`src/hw/rtl/md5_pkg.sv`:
```
// Shared types, constants and round functions of the MD5 stream hasher.
`default_nettype none

package md5_pkg;

  localparam int unsigned PC_W  = 4;
  localparam int unsigned CNT_W = 61;

  localparam logic [1:0] CMD_ABSORB  = 2'd0;
  localparam logic [1:0] CMD_FINISH  = 2'd1;
  localparam logic [1:0] CMD_RESTART = 2'd2;
  localparam logic [1:0] CMD_READ    = 2'd3;

  localparam logic [31:0] IV_TAB [4] = '{
    32'h67452301, 32'hefcdab89, 32'h98badcfe, 32'h10325476
  };

  localparam logic [7:0] PAD_BYTE = 8'h80;
  localparam logic [5:0] LEN_POS  = 6'd56;
  localparam logic [5:0] LAST_POS = 6'd63;
  localparam logic [5:0] LAST_RND = 6'd63;

  localparam logic [31:0] K_TAB [64] = '{
    32'hD76AA478, 32'hE8C7B756, 32'h242070DB, 32'hC1BDCEEE,
    32'hF57C0FAF, 32'h4787C62A, 32'hA8304613, 32'hFD469501,
    32'h698098D8, 32'h8B44F7AF, 32'hFFFF5BB1, 32'h895CD7BE,
    32'h6B901122, 32'hFD987193, 32'hA679438E, 32'h49B40821,
    32'hF61E2562, 32'hC040B340, 32'h265E5A51, 32'hE9B6C7AA,
    32'hD62F105D, 32'h02441453, 32'hD8A1E681, 32'hE7D3FBC8,
    32'h21E1CDE6, 32'hC33707D6, 32'hF4D50D87, 32'h455A14ED,
    32'hA9E3E905, 32'hFCEFA3F8, 32'h676F02D9, 32'h8D2A4C8A,
    32'hFFFA3942, 32'h8771F681, 32'h6D9D6122, 32'hFDE5380C,
    32'hA4BEEA44, 32'h4BDECFA9, 32'hF6BB4B60, 32'hBEBFBC70,
    32'h289B7EC6, 32'hEAA127FA, 32'hD4EF3085, 32'h04881D05,
    32'hD9D4D039, 32'hE6DB99E5, 32'h1FA27CF8, 32'hC4AC5665,
    32'hF4292244, 32'h432AFF97, 32'hAB9423A7, 32'hFC93A039,
    32'h655B59C3, 32'h8F0CCC92, 32'hFFEFF47D, 32'h85845DD1,
    32'h6FA87E4F, 32'hFE2CE6E0, 32'hA3014314, 32'h4E0811A1,
    32'hF7537E82, 32'hBD3AF235, 32'h2AD7D2BB, 32'hEB86D391
  };

  localparam logic [4:0] ROT_TAB [16] = '{
    5'd7, 5'd12, 5'd17, 5'd22, 5'd5, 5'd9, 5'd14, 5'd20,
    5'd4, 5'd11, 5'd16, 5'd23, 5'd6, 5'd10, 5'd15, 5'd21
  };

  typedef enum logic [1:0] {
    SRC_DATA,
    SRC_PAD,
    SRC_ZERO,
    SRC_LEN
  } src_e;

  typedef enum logic [3:0] {
    COND_NEXT,
    COND_JUMP,
    COND_DISPATCH,
    COND_ABS_CONT,
    COND_LEN_CONT,
    COND_POS56,
    COND_EMIT,
    COND_ROUND,
    COND_RET
  } cond_e;

  typedef struct packed {
    logic            accept;
    logic            abs_en;
    src_e            src;
    logic            len_cap;
    logic            load_iv;
    logic            cmp_init;
    logic            cmp_round;
    logic            cmp_add;
    logic            emit;
    cond_e           cond;
    logic [PC_W-1:0] target;
  } ctrl_t;

  typedef struct packed {
    logic wrap;
    logic pos56;
    logic round_last;
    logic emit_last;
    logic out_free;
  } stat_t;

  function automatic logic [3:0] msg_idx(input logic [5:0] r);
    logic [3:0] r4;
    logic [3:0] g;
    r4 = r[3:0];
    unique case (r[5:4])
      2'd0:    g = r4;
      2'd1:    g = 4'(r4 * 4'd5 + 4'd1);
      2'd2:    g = 4'(r4 * 4'd3 + 4'd5);
      default: g = 4'(r4 * 4'd7);
    endcase
    return g;
  endfunction

  function automatic logic [31:0] round_f(input logic [1:0] phase, input logic [31:0] b,
                                          input logic [31:0] c, input logic [31:0] d);
    logic [31:0] f;
    unique case (phase)
      2'd0:    f = (b & c) | (~b & d);
      2'd1:    f = (d & b) | (~d & c);
      2'd2:    f = b ^ c ^ d;
      default: f = c ^ (b | ~d);
    endcase
    return f;
  endfunction

  function automatic logic [31:0] rotl(input logic [31:0] x, input logic [4:0] s);
    logic [63:0] w;
    w = {x, x} << s;
    return w[63:32];
  endfunction

endpackage

`default_nettype wire

```
`src/hw/rtl/md5_stream_hasher_unit.sv`:
```
// Top level of the MD5 stream hasher: sequencer plus datapath.
//
// Input channel (in_valid_i/in_ready_o) carries cmd_i and data_byte_i; the
// output channel (out_valid_o/out_ready_i) carries digest_word_o,
// word_index_o and last_word_o. A microcoded sequencer steps a one-round
// datapath; in_ready_o is high only while the program sits at its idle step.
// The absorb byte that completes a 64-byte block also runs the compression
// (one load step, 64 rounds, one chaining add). Read emits its four words
// and returns to idle. Finish absorbs the padding byte by byte (a zero byte
// takes a zero step and a check step, the length bytes one repeated step),
// runs one or two compressions, then emits four words.
// Results leave through a one-deep output register: when the receiver
// stalls, the emit step holds until the register is free again.
// Reset loads the MD5 initial chaining words, clears the byte count and
// returns the program to idle; the block buffer is left as it is.
`default_nettype none

module md5_stream_hasher_unit (
  input  wire logic        clk_i,
  input  wire logic        rst_ni,
  input  wire logic        in_valid_i,
  output logic             in_ready_o,
  input  wire logic [1:0]  cmd_i,
  input  wire logic [7:0]  data_byte_i,
  output logic             out_valid_o,
  input  wire logic        out_ready_i,
  output logic [31:0]      digest_word_o,
  output logic [1:0]       word_index_o,
  output logic             last_word_o
);

  md5_pkg::ctrl_t ctrl;
  md5_pkg::stat_t stat;
  logic           in_acc;

  assign in_ready_o = ctrl.accept;
  assign in_acc     = in_valid_i && ctrl.accept;

  md5_seq u_seq (
    .clk_i      (clk_i),
    .rst_ni     (rst_ni),
    .in_valid_i (in_valid_i),
    .cmd_i      (cmd_i),
    .stat_i     (stat),
    .ctrl_o     (ctrl)
  );

  md5_dpath u_dpath (
    .clk_i         (clk_i),
    .rst_ni        (rst_ni),
    .ctrl_i        (ctrl),
    .in_acc_i      (in_acc),
    .data_byte_i   (data_byte_i),
    .out_ready_i   (out_ready_i),
    .stat_o        (stat),
    .out_valid_o   (out_valid_o),
    .digest_word_o (digest_word_o),
    .word_index_o  (word_index_o),
    .last_word_o   (last_word_o)
  );

endmodule

`default_nettype wire

```
`src/hw/rtl/md5_seq.sv`:
```
// Microcode sequencer: program store, step counter, return register and jumps.
`default_nettype none

module md5_seq (
  input  wire logic                  clk_i,
  input  wire logic                  rst_ni,
  input  wire logic                  in_valid_i,
  input  wire logic [1:0]            cmd_i,
  input  wire md5_pkg::stat_t        stat_i,
  output md5_pkg::ctrl_t             ctrl_o
);

  localparam logic [md5_pkg::PC_W-1:0] S_IDLE    = 4'd0;
  localparam logic [md5_pkg::PC_W-1:0] S_ABSORB  = 4'd1;
  localparam logic [md5_pkg::PC_W-1:0] S_RESTART = 4'd2;
  localparam logic [md5_pkg::PC_W-1:0] S_FIN_PAD = 4'd3;
  localparam logic [md5_pkg::PC_W-1:0] S_FIN_CHK = 4'd4;
  localparam logic [md5_pkg::PC_W-1:0] S_FIN_ZER = 4'd5;
  localparam logic [md5_pkg::PC_W-1:0] S_FIN_LEN = 4'd6;
  localparam logic [md5_pkg::PC_W-1:0] S_EMIT    = 4'd7;
  localparam logic [md5_pkg::PC_W-1:0] S_CMP_INI = 4'd8;
  localparam logic [md5_pkg::PC_W-1:0] S_CMP_RND = 4'd9;
  localparam logic [md5_pkg::PC_W-1:0] S_CMP_ADD = 4'd10;

  function automatic md5_pkg::ctrl_t rom(input logic [md5_pkg::PC_W-1:0] pc);
    md5_pkg::ctrl_t w;
    w        = '0;
    w.src    = md5_pkg::SRC_DATA;
    w.cond   = md5_pkg::COND_JUMP;
    w.target = S_IDLE;
    unique case (pc)
      S_IDLE: begin
        w.accept = 1'b1;
        w.cond   = md5_pkg::COND_DISPATCH;
      end
      S_ABSORB: begin
        w.abs_en = 1'b1;
        w.cond   = md5_pkg::COND_ABS_CONT;
      end
      S_RESTART: begin
        w.load_iv = 1'b1;
      end
      S_FIN_PAD: begin
        w.abs_en  = 1'b1;
        w.src     = md5_pkg::SRC_PAD;
        w.len_cap = 1'b1;
        w.cond    = md5_pkg::COND_ABS_CONT;
        w.target  = S_FIN_CHK;
      end
      S_FIN_CHK: begin
        w.cond   = md5_pkg::COND_POS56;
        w.target = S_FIN_LEN;
      end
      S_FIN_ZER: begin
        w.abs_en = 1'b1;
        w.src    = md5_pkg::SRC_ZERO;
        w.cond   = md5_pkg::COND_ABS_CONT;
        w.target = S_FIN_CHK;
      end
      S_FIN_LEN: begin
        w.abs_en = 1'b1;
        w.src    = md5_pkg::SRC_LEN;
        w.cond   = md5_pkg::COND_LEN_CONT;
        w.target = S_EMIT;
      end
      S_EMIT: begin
        w.emit = 1'b1;
        w.cond = md5_pkg::COND_EMIT;
      end
      S_CMP_INI: begin
        w.cmp_init = 1'b1;
        w.cond     = md5_pkg::COND_NEXT;
      end
      S_CMP_RND: begin
        w.cmp_round = 1'b1;
        w.cond      = md5_pkg::COND_ROUND;
      end
      S_CMP_ADD: begin
        w.cmp_add = 1'b1;
        w.cond    = md5_pkg::COND_RET;
      end
      default: begin
      end
    endcase
    return w;
  endfunction

  function automatic logic [md5_pkg::PC_W-1:0] entry(input logic [1:0] cmd);
    logic [md5_pkg::PC_W-1:0] e;
    unique case (cmd)
      md5_pkg::CMD_ABSORB:  e = S_ABSORB;
      md5_pkg::CMD_FINISH:  e = S_FIN_PAD;
      md5_pkg::CMD_RESTART: e = S_RESTART;
      default:              e = S_EMIT;
    endcase
    return e;
  endfunction

  logic [md5_pkg::PC_W-1:0] pc_q, pc_d;
  logic [md5_pkg::PC_W-1:0] ret_q, ret_d;
  logic [md5_pkg::PC_W-1:0] pc_inc;
  md5_pkg::ctrl_t           cw;

  assign cw     = rom(pc_q);
  assign ctrl_o = cw;
  assign pc_inc = pc_q + 1'b1;

  always_comb begin
    pc_d  = pc_q;
    ret_d = ret_q;
    unique case (cw.cond)
      md5_pkg::COND_NEXT:     pc_d = pc_inc;
      md5_pkg::COND_JUMP:     pc_d = cw.target;
      md5_pkg::COND_DISPATCH: pc_d = in_valid_i ? entry(cmd_i) : pc_q;
      md5_pkg::COND_ABS_CONT: begin
        if (stat_i.wrap) begin
          ret_d = cw.target;
          pc_d  = S_CMP_INI;
        end else begin
          pc_d = cw.target;
        end
      end
      md5_pkg::COND_LEN_CONT: begin
        if (stat_i.wrap) begin
          ret_d = cw.target;
          pc_d  = S_CMP_INI;
        end else begin
          pc_d = pc_q;
        end
      end
      md5_pkg::COND_POS56:    pc_d = stat_i.pos56 ? cw.target : pc_inc;
      md5_pkg::COND_EMIT:     pc_d = (stat_i.out_free && stat_i.emit_last) ? cw.target : pc_q;
      md5_pkg::COND_ROUND:    pc_d = stat_i.round_last ? pc_inc : pc_q;
      md5_pkg::COND_RET:      pc_d = ret_q;
      default:                pc_d = S_IDLE;
    endcase
  end

  always_ff @(posedge clk_i or negedge rst_ni) begin
    if (!rst_ni) begin
      pc_q  <= S_IDLE;
      ret_q <= S_IDLE;
    end else begin
      pc_q  <= pc_d;
      ret_q <= ret_d;
    end
  end

endmodule

`default_nettype wire

```
`src/hw/rtl/md5_dpath.sv`:
```
// Datapath: block buffer, byte count, chaining and working words, round unit, output register.
`default_nettype none

module md5_dpath (
  input  wire logic           clk_i,
  input  wire logic           rst_ni,
  input  wire md5_pkg::ctrl_t ctrl_i,
  input  wire logic           in_acc_i,
  input  wire logic [7:0]     data_byte_i,
  input  wire logic           out_ready_i,
  output md5_pkg::stat_t      stat_o,
  output logic                out_valid_o,
  output logic [31:0]         digest_word_o,
  output logic [1:0]          word_index_o,
  output logic                last_word_o
);

  logic [31:0]               buf_q [16];
  logic [31:0]               chain_q [4];
  logic [31:0]               work_q [4];
  logic [md5_pkg::CNT_W-1:0] count_q;
  logic [63:0]               len_q;
  logic [5:0]                round_q;
  logic [31:0]               kw_q;
  logic [7:0]                byte_q;
  logic [1:0]                widx_q;
  logic                      out_valid_q;
  logic [31:0]               digest_q;
  logic [1:0]                index_q;
  logic                      last_q;

  logic [5:0]  pos;
  logic [7:0]  abs_byte;
  logic [63:0] len_sh;
  logic [5:0]  pf_rnd;
  logic [31:0] rnd_t;
  logic [31:0] rnd_b;
  logic        out_free;

  assign pos      = count_q[5:0];
  assign len_sh   = len_q >> {pos[2:0], 3'b000};
  assign out_free = !out_valid_q || out_ready_i;

  always_comb begin
    unique case (ctrl_i.src)
      md5_pkg::SRC_DATA: abs_byte = byte_q;
      md5_pkg::SRC_PAD:  abs_byte = md5_pkg::PAD_BYTE;
      md5_pkg::SRC_ZERO: abs_byte = 8'h00;
      default:           abs_byte = len_sh[7:0];
    endcase
  end

  assign pf_rnd = ctrl_i.cmp_init ? 6'd0 : round_q + 6'd1;
  assign rnd_t  = work_q[0] + md5_pkg::round_f(round_q[5:4], work_q[1], work_q[2], work_q[3])
                  + kw_q;
  assign rnd_b  = work_q[1] + md5_pkg::rotl(rnd_t, md5_pkg::ROT_TAB[{round_q[5:4], round_q[1:0]}]);

  assign stat_o.wrap       = ctrl_i.abs_en && (pos == md5_pkg::LAST_POS);
  assign stat_o.pos56      = pos == md5_pkg::LEN_POS;
  assign stat_o.round_last = round_q == md5_pkg::LAST_RND;
  assign stat_o.emit_last  = widx_q == 2'd3;
  assign stat_o.out_free   = out_free;

  always_ff @(posedge clk_i) begin
    if (ctrl_i.abs_en) begin
      buf_q[pos[5:2]][{pos[1:0], 3'b000} +: 8] <= abs_byte;
    end
    if (ctrl_i.cmp_init || ctrl_i.cmp_round) begin
      kw_q <= buf_q[md5_pkg::msg_idx(pf_rnd)] + md5_pkg::K_TAB[pf_rnd];
    end
    if (ctrl_i.cmp_init) begin
      work_q <= chain_q;
    end else if (ctrl_i.cmp_round) begin
      work_q[0] <= work_q[3];
      work_q[1] <= rnd_b;
      work_q[2] <= work_q[1];
      work_q[3] <= work_q[2];
    end
    if (ctrl_i.len_cap) begin
      len_q <= {count_q, 3'b000};
    end
    if (in_acc_i) begin
      byte_q <= data_byte_i;
    end
    if (ctrl_i.emit && out_free) begin
      digest_q <= chain_q[widx_q];
      index_q  <= widx_q;
      last_q   <= widx_q == 2'd3;
    end
  end

  always_ff @(posedge clk_i or negedge rst_ni) begin
    if (!rst_ni) begin
      chain_q     <= md5_pkg::IV_TAB;
      count_q     <= '0;
      round_q     <= '0;
      widx_q      <= '0;
      out_valid_q <= 1'b0;
    end else begin
      if (ctrl_i.load_iv) begin
        chain_q <= md5_pkg::IV_TAB;
        count_q <= '0;
      end else begin
        if (ctrl_i.abs_en) begin
          count_q <= count_q + 1'b1;
        end
        if (ctrl_i.cmp_add) begin
          for (int k = 0; k < 4; k++) begin
            chain_q[k] <= chain_q[k] + work_q[k];
          end
        end
      end
      if (ctrl_i.cmp_init) begin
        round_q <= '0;
      end else if (ctrl_i.cmp_round) begin
        round_q <= round_q + 6'd1;
      end
      if (ctrl_i.emit && out_free) begin
        out_valid_q <= 1'b1;
        widx_q      <= widx_q + 2'd1;
      end else if (out_ready_i) begin
        out_valid_q <= 1'b0;
      end
    end
  end

  assign out_valid_o   = out_valid_q;
  assign digest_word_o = digest_q;
  assign word_index_o  = index_q;
  assign last_word_o   = last_q;

endmodule

`default_nettype wire

```
`config.mk`:
```
export PLATFORM = sky130hd
export DESIGN_NAME = md5_stream_hasher_unit
export DESIGN_NICKNAME = d
export VERILOG_FILES = /design/src/hw/rtl/md5_pkg.sv /design/src/hw/rtl/md5_stream_hasher_unit.sv /design/src/hw/rtl/md5_seq.sv /design/src/hw/rtl/md5_dpath.sv
export SDC_FILE = /design/constraint.sdc
export NUM_CORES = 2
export LEC_CHECK = 0
export ABC_AREA = 1
export BUFFER_PORTS_ARGS = -buffer_cell sky130_fd_sc_hd__clkbuf_2
export CAP_MARGIN = 20
export CORE_AREA = 2 2 367 369
export CTS_CLUSTER_SIZE = 16
export DETAILED_ROUTE_END_ITERATION = 7
export DIE_AREA = 0 0 369 371
export PLACE_DENSITY_LB_ADDON = 0.25
export SETUP_SLACK_MARGIN = 0.05
export SYNTH_ARGS = -nofsm -noshare
export SYNTH_HDL_FRONTEND = slang
export SYNTH_SLANG_ARGS = --single-unit
```
`constraint.sdc`:
```
create_clock -name clk_i -period 5.9 [get_ports clk_i]
set_input_delay 0.295 -clock clk_i [delete_from_list [all_inputs] [get_ports clk_i]]
set_output_delay 0.295 -clock clk_i [all_outputs]
set_load 0.02 [all_outputs]
```
# Yosys cells after proc, flatten, opt, wreduce, memory -nomap -nowiden
# Memories as Yosys holds them, arrays and structs flattened.
# Index checks and enable logic that the tools add are counted.
dict set report totals {
  register_bits 470
  mem_bits_rw 512
  romBits 2128
  in_bits 14
  output_inout_bits 37
  wordCells 163
  n_memories 3
}
dict set report op_classes {
  addsub 15
  mul 3
  n_lt_le_gt_ge 3
  n_eq_ne 34
  shift 4
  mux 43
  n_bitwise 15
  reduce_logical 23
}
# name depth width read_ports rd_ports_with_merged_regs write_ports line_no
set mem_list {}
lappend mem_list {{(no name shown)} 64 32 1 0 0 md5_dpath.sv:69} ;# kw_q <= buf_q[md5_pkg::msg_idx(pf_rnd)] + md5_pkg::K_TAB[pf_rnd];
lappend mem_list {u_dpath.buf_q 16 32 1 0 1 md5_dpath.sv:18} ;# logic [31:0] buf_q [16];
lappend mem_list {{(no name shown)} 16 5 1 0 0 md5_dpath.sv:56} ;# assign rnd_b = work_q[1] + md5_pkg::rotl(rnd_t, md5_pkg::ROT_TAB[{round_q[5:4], round_q[1:0]}]);
# operator n
set ops {}
lappend ops {{2-to-1 mux 128 bit} 4}
lappend ops {{adder 32 bit} 8}
lappend ops {{2-to-1 mux 32 bit} 5}
lappend ops {{AND 32 bit} 4}
lappend ops {{2-to-1 mux 61 bit} 2}
lappend ops {{OR 32 bit} 3}
lappend ops {{one-hot mux 32 bit (3 select lines)} 1}
lappend ops {{XOR 32 bit} 3}
lappend ops {{binary-select mux 32 bit (select 2 bit)} 1}
lappend ops {{NOT 32 bit} 2}
lappend ops {{<< shifter 64 x 5 -> 64 bit} 1}
lappend ops {{>> shifter 64 x 6 -> 8 bit} 1}
lappend ops {{adder 61 x 1 -> 61 bit (second input constant)} 1}
lappend ops {{one-hot mux 4 bit (9 select lines)} 1}
lappend ops {{== test 4 x 3 -> 1 bit (second input constant)} 8}
lappend ops {{one-hot mux 4 bit (8 select lines)} 1}
lappend ops {{variable shift 8 x 7 -> 32 bit (first input constant)} 1}
lappend ops {{indexed part select 8 x 7 -> 32 bit} 1}
lappend ops {{2-to-1 mux 4 bit} 7}
lappend ops {{one-hot mux 8 bit (3 select lines)} 1}
lappend ops {{== test 6 bit (second input constant)} 3}
lappend ops {{2-to-1 mux 6 bit} 3}
lappend ops {{one-hot mux 3 bit (3 select lines)} 2}
lappend ops {{== test 4 x 2 -> 1 bit (second input constant)} 4}
lappend ops {{34 further kinds} 72}

# Logic depth before layout (Yosys ltp)
dict set report depth {
  ltp_word 10
  ltp_mapped 46
  ltp_nobuf 45
}

# Hierarchy
# A second synthesis with hierarchy kept.
dict set report unflattened {
  hier_cells 7264
  area_unflattened_um2 60347.9
}
# mod instances cells_each area_each_um2 seq_area_each_um2
set by_module_without_submodules {}
lappend by_module_without_submodules {md5_dpath 1 7112 59368.2 28337.2}
lappend by_module_without_submodules {md5_seq 1 150 972.2 175.2}
lappend by_module_without_submodules {md5_stream_hasher_unit 1 2 7.5 0.0}

# Worst setup path before layout
# OpenSTA, ideal clock, no wires.
dict set report synth_timing {
  path_kind {flip-flop to flip-flop}
  start {register u_dpath.round_q[4]}
  end {register u_dpath.work_q[83] in the netlist's numbering (data pin)}
  setup_time_ps 264
  arrival_time_ps 6042
  t_required_ps 5636
  slack_ps -406
  stages_incl_launch_ff 42
  n_path_buf 2
  synth_period_minus_slack_ps 6306
  path_cell_list {dfrtp_1 buf_2 inv_1 nor2_1 inv_1 clkbuf_1 nor3_1 nor4_1 a21oi_1 fa_1 ha_1 inv_1 fa_1 inv_1 nand3_1 nand2_1 nand2_1 nand2_1 [6 not listed] o21ai_0 or2_2 nand3_1 nand3_1 nand3_1 nand2_1 ha_1 a21oi_1 nand2_1 a21oi_1 o21ai_0 a21oi_1 o21ai_0 a21boi_0 o21ai_0 or2_2 nand3_1 o21ai_0}
}
dict set report synth_between {
  elab_chain_cells 8
  word_cells_on_any_way 14
  classes_between {add/sub: 3; eq/ne: 2; shift: 1; mux: 5; bitwise: 1; reduce/logical: 1; memory: 1}
}
# item line_no
set synth_lines {}
lappend synth_lines {{start, declared} md5_dpath.sv:23} ;# logic [5:0] round_q;
lappend synth_lines {{start signal, assigned} md5_dpath.sv:116} ;# round_q <= round_q + 6'd1;
lappend synth_lines {{== test 2 bit (tied with other cells)} md5_pkg.sv:104} ;# unique case (phase)
lappend synth_lines {{one-hot mux 32 bit (3 select lines) or memory read (16 x 5 bit) (tied branches)} n/a}
lappend synth_lines {{adder 32 bit or 2-to-1 mux 5 bit (tied branches)} {md5_dpath.sv:54, md5_dpath.sv:56}}
lappend synth_lines {{adder 32 bit or 2-to-1 mux 5 bit (tied branches)} {md5_dpath.sv:55, md5_dpath.sv:56}}
lappend synth_lines {{<< shifter 64 x 5 -> 64 bit (*)} md5_pkg.sv:115} ;# w = {x, x} << s;
lappend synth_lines {{adder 32 bit (*)} md5_dpath.sv:56}
lappend synth_lines {{2-to-1 mux 128 bit (*)} md5_dpath.sv:73} ;# end else if (ctrl_i.cmp_round) begin
lappend synth_lines {{2-to-1 mux 128 bit (*)} md5_dpath.sv:71} ;# if (ctrl_i.cmp_init) begin
lappend synth_lines {{end signal, assigned} md5_dpath.sv:72} ;# work_q <= chain_q;
lappend synth_lines {{end, declared} md5_dpath.sv:20} ;# logic [31:0] work_q [4];
# Mark *: on every way between the ends. The rest lies on a longest branch, timed or not. The select of a mux whose other input is x is not followed.
# A chain may end at the register's enable or synchronous reset.

# Worst setup path after layout
dict set report layout_timing {
  start {register u_dpath.round_q[5]}
  end {register u_dpath.work_q[79] in the netlist's numbering (data pin)}
}
# The elaborated chain is that of the path after synthesis.

==> reports/qor.csv <==
metric,value,unit
status,finished with violations,
failing checks,setup timing,
sequential-to-total area share from yosys stat,46.9,%
Inst Count DP,9686,
Worst slew margin,15.9,%
Synth cell types,68,
TritonCTS Buffers,108,
clk root buf,clkbuf_16,
post-DR wirelength/cell,23.5,microns
mapped cell area,60800,sq um
#FFs+latches synth,981,
Crit-path slowest cell,fa_1,
# Max-Cap Violations,0,
"Hold Vio Cnt, Final",0,
"FFs w/ async S/R, synth",20.9,%
Vias/cell,5.80,
Clock Pin Slew Worst Setup and Hold Paths,0.06,ns
"commonest non-fill, non-tap cell in the layout",nand2_1,
worst path arrival time,6.73,ns
number of global-route vias before repair,54300,
core area,133000,sq um
post-synthesis area per instance,8.26,sq um
initial antenna violation count,5,
die area,137000,sq um
worst-path fanout max,14,
Yosys warnings,0,
Pins Over Slew Limit,0,
CP most frequent cell,buf_4,
Setup CP Type,reg -> reg,
"Net Count, Synth",7673,
Initial Util,45.8,%
vias,57900,
Final WS setup,-0.399,ns
CTS tree,built,
Logic pwr share,62.8,%
Final Non-Filler Cells,9980,
global route overflow,0,
internal power,0.0244,W
number of H-tree levels,3,
Final Wtd Congestion,1.01,
Mapped Cells,7351,
DR pass1 iterations,6,
DRT iter0 DRCs,6437,
Least-Margin Pin Slew,1.26,ns
RSZ-0062 raised after global routing,yes,
Final #Nets,8432,
design area,76400,sq um
Die Span Y,371,microns
Filler cells,11900,
leak pwr,32.5,nW
first-pass GRT wire length,344,mm
"commonest cells after routing, fill and taps aside","1651 x nand2_1, 807 x buf_4, 776 x edfxtp_1",
Site Rows,134,
Total Routing Usage GR,33.4,%
Peak VDD IR,0.440,mV
worst stage delay on the critical path,0.52,ns
CTS Sinks,981,
Ports,51,
DP Area,68600,sq um
Reg power frac,20.5,%
Worst setup EP type,flip-flop,
Post-synth EDFFs,776,
latest clock arrival within the worst-skew pair,0.78,ns
clock skew,0.0951,ns
required time of the critical path,6.33,ns
DRT Wirelength,235,mm
Fmax achieved,159,MHz
Switch Pwr,0.0203,W
Startpoint Class,flip-flop,
crit share post-route,107,%
clock network power share,16.6,%
Detail Placement HPWL,171,mm
Die W,369,microns
setup violators final,25,
share of cells above drive strength 1,21.1,%
I/O Buffers,50,
worst min-delay path category,in -> reg,
Synth Flop Type,edfxtp_1,
post-layout min period,6.30,ns
Pwr Density,586,nW/um^2
Layout area overhead,25.7,%
maximum number of pins on one net before global-route repair,155,
ANT nets after route,0,
Sw Share,45.4,%
Remaining DRCs,0,
CTS max path bufs,3,
==> layer usage <==
| metal | up-vias | GRT usage [%] | share of wire, % |
|---|---|---|---|
| li1 | 26800 | - | - |
| met1 | 27800 | 47.6 | 42 |
| met2 | 2798 | 50.8 | 44 |
| met3 | 433 | 5.78 | 9.6 |
| met4 | 2 | 12.6 | 4.1 |
| met5 | - | 0 | 0.0051 |
==> power by group through the flow <==
| stage | Combinational [W] | Sequential (W) | Clock, W |
|---|---|---|---|
| after CTS | 0.0261 | 0.00918 | 0.00748 |
| after global routing | 0.0303 | 0.00922 | 0.00776 |
| after global placement | 0.0249 | 0.00930 | 0 |
| final | 0.0281 | 0.00919 | 0.00744 |
| after floorplan | 0.0130 | 0.00920 | 0 |
| after detailed placement | 0.0250 | 0.00931 | 0 |
==> registers in the layout, summed over array words and instances (netlist names) <==
register and flops:
u_dpath.work_q 128, u_dpath.len_q 61, u_dpath.round_q 6, u_seq.pc_q 4
u_dpath.widx_q 2, u_seq.ret_q 3, u_dpath.out_valid_o 1, u_dpath.buf_q 512
u_dpath.count_q 61, u_dpath.word_index_o 2, u_dpath.last_word_o 1, u_dpath.kw_q 32
u_dpath.digest_word_o 32, u_dpath.chain_q 128, u_dpath.byte_q 8
==> cells in the mapped netlist, types with 73 or more instances <==
master	count	share of area, %
a21oi_1	467	3.8
nand2_1	1771	11
inv_1	767	4.7
nand3_1	822	6.8
nor2_1	559	3.5
o21ai_0	604	5.0
nor3_1	89	0.73
buf_2	84	0.69
xnor2_1	73	1.1
clkbuf_1	164	1.0
dfrtp_1	141	5.8
edfxtp_1	776	38
ha_1	265	5.5
==> final cells by class <==
type / count / area [sq um] / area share (%)
diodes: 6 / 15.0 / 0.0197
clock buffers: 133 / 2860 / 3.74
clock inverters: 73 / 1050 / 1.38
inverters: 794 / 3010 / 3.95
multi-input cells: 5286 / 31000 / 40.6
flip-flops and latches: 981 / 28500 / 37.3
well taps: 1768 / 2210 / 2.90
repair buffers: 939 / 7700 / 10.1
==> worst max-delay path: cells and delay by family (launching register included) <==
kind                       cells  cell delay (ns)
adders and majority gates      3             1.02
buffers and inverters         12             1.55
AOI/OAI and AO/OA              9             1.39
DFF                            1             0.42
and+or+nand+nor               14             1.56
==> what timing repair did <==
item                       in CTS  in global routing
pin swaps                      62                141
gates cloned                    4                  3
setup endpoints to repair      34                 47
resized for setup             304                332
setup buffers                  30                 27
hold buffers                   10                  0
hold endpoints to repair       59                  0
==> worst paths after layout <==
kind	from	to	slack, ns	cells after the start
max	u_dpath.round_q[5]	u_dpath.work_q[79]	-0.40	38
min	cmd_i[0]	u_seq.pc_q[0]	0.06	4
max reg2reg	u_dpath.round_q[5]	u_dpath.work_q[79]	-0.40	38
min reg2reg	u_dpath.count_q[41]	u_dpath.len_q[44]	0.44	0
max in group asynchronous	rst_ni	u_dpath.widx_q[0]	4.44	3
min in group asynchronous	rst_ni	u_dpath.chain_q[29]	0.10	2
==> kinds of logic after synthesis <==
group,synth area share [%]
compound gates,13.5
fa+ha+maj,6.87
mux,0.0350
flops,46.9
buf+inv,6.96
xor+xnor,2.08
simple gates,23.7
==> stage by stage <==
| stage | total power (W) | TNS, ns | setup slack, ns | hold WS [ns] | util (%) |
|---|---|---|---|---|---|
| 6_report | 0.0448 | -7.18 | -0.399 | 0.0580 | 57.5 |
| 5_1_grt | 0.0472 | -14.55 | -0.702 | 0.0779 | 57.5 |
| 4_1_cts | 0.0427 | -5.10 | -0.310 | 0.00691 | 56.2 |
| 3_5_place_dp | 0.0344 | -13.53 | -0.749 | 0.336 | 51.7 |
| 3_3_place_gp | 0.0342 | -10.45 | -0.599 | 0.350 | 51.6 |
| 2_1_floorplan | 0.0222 | 0 | 0.0179 | -0.000591 | - |
Note: power is estimated with default switching activity, not from simulation.
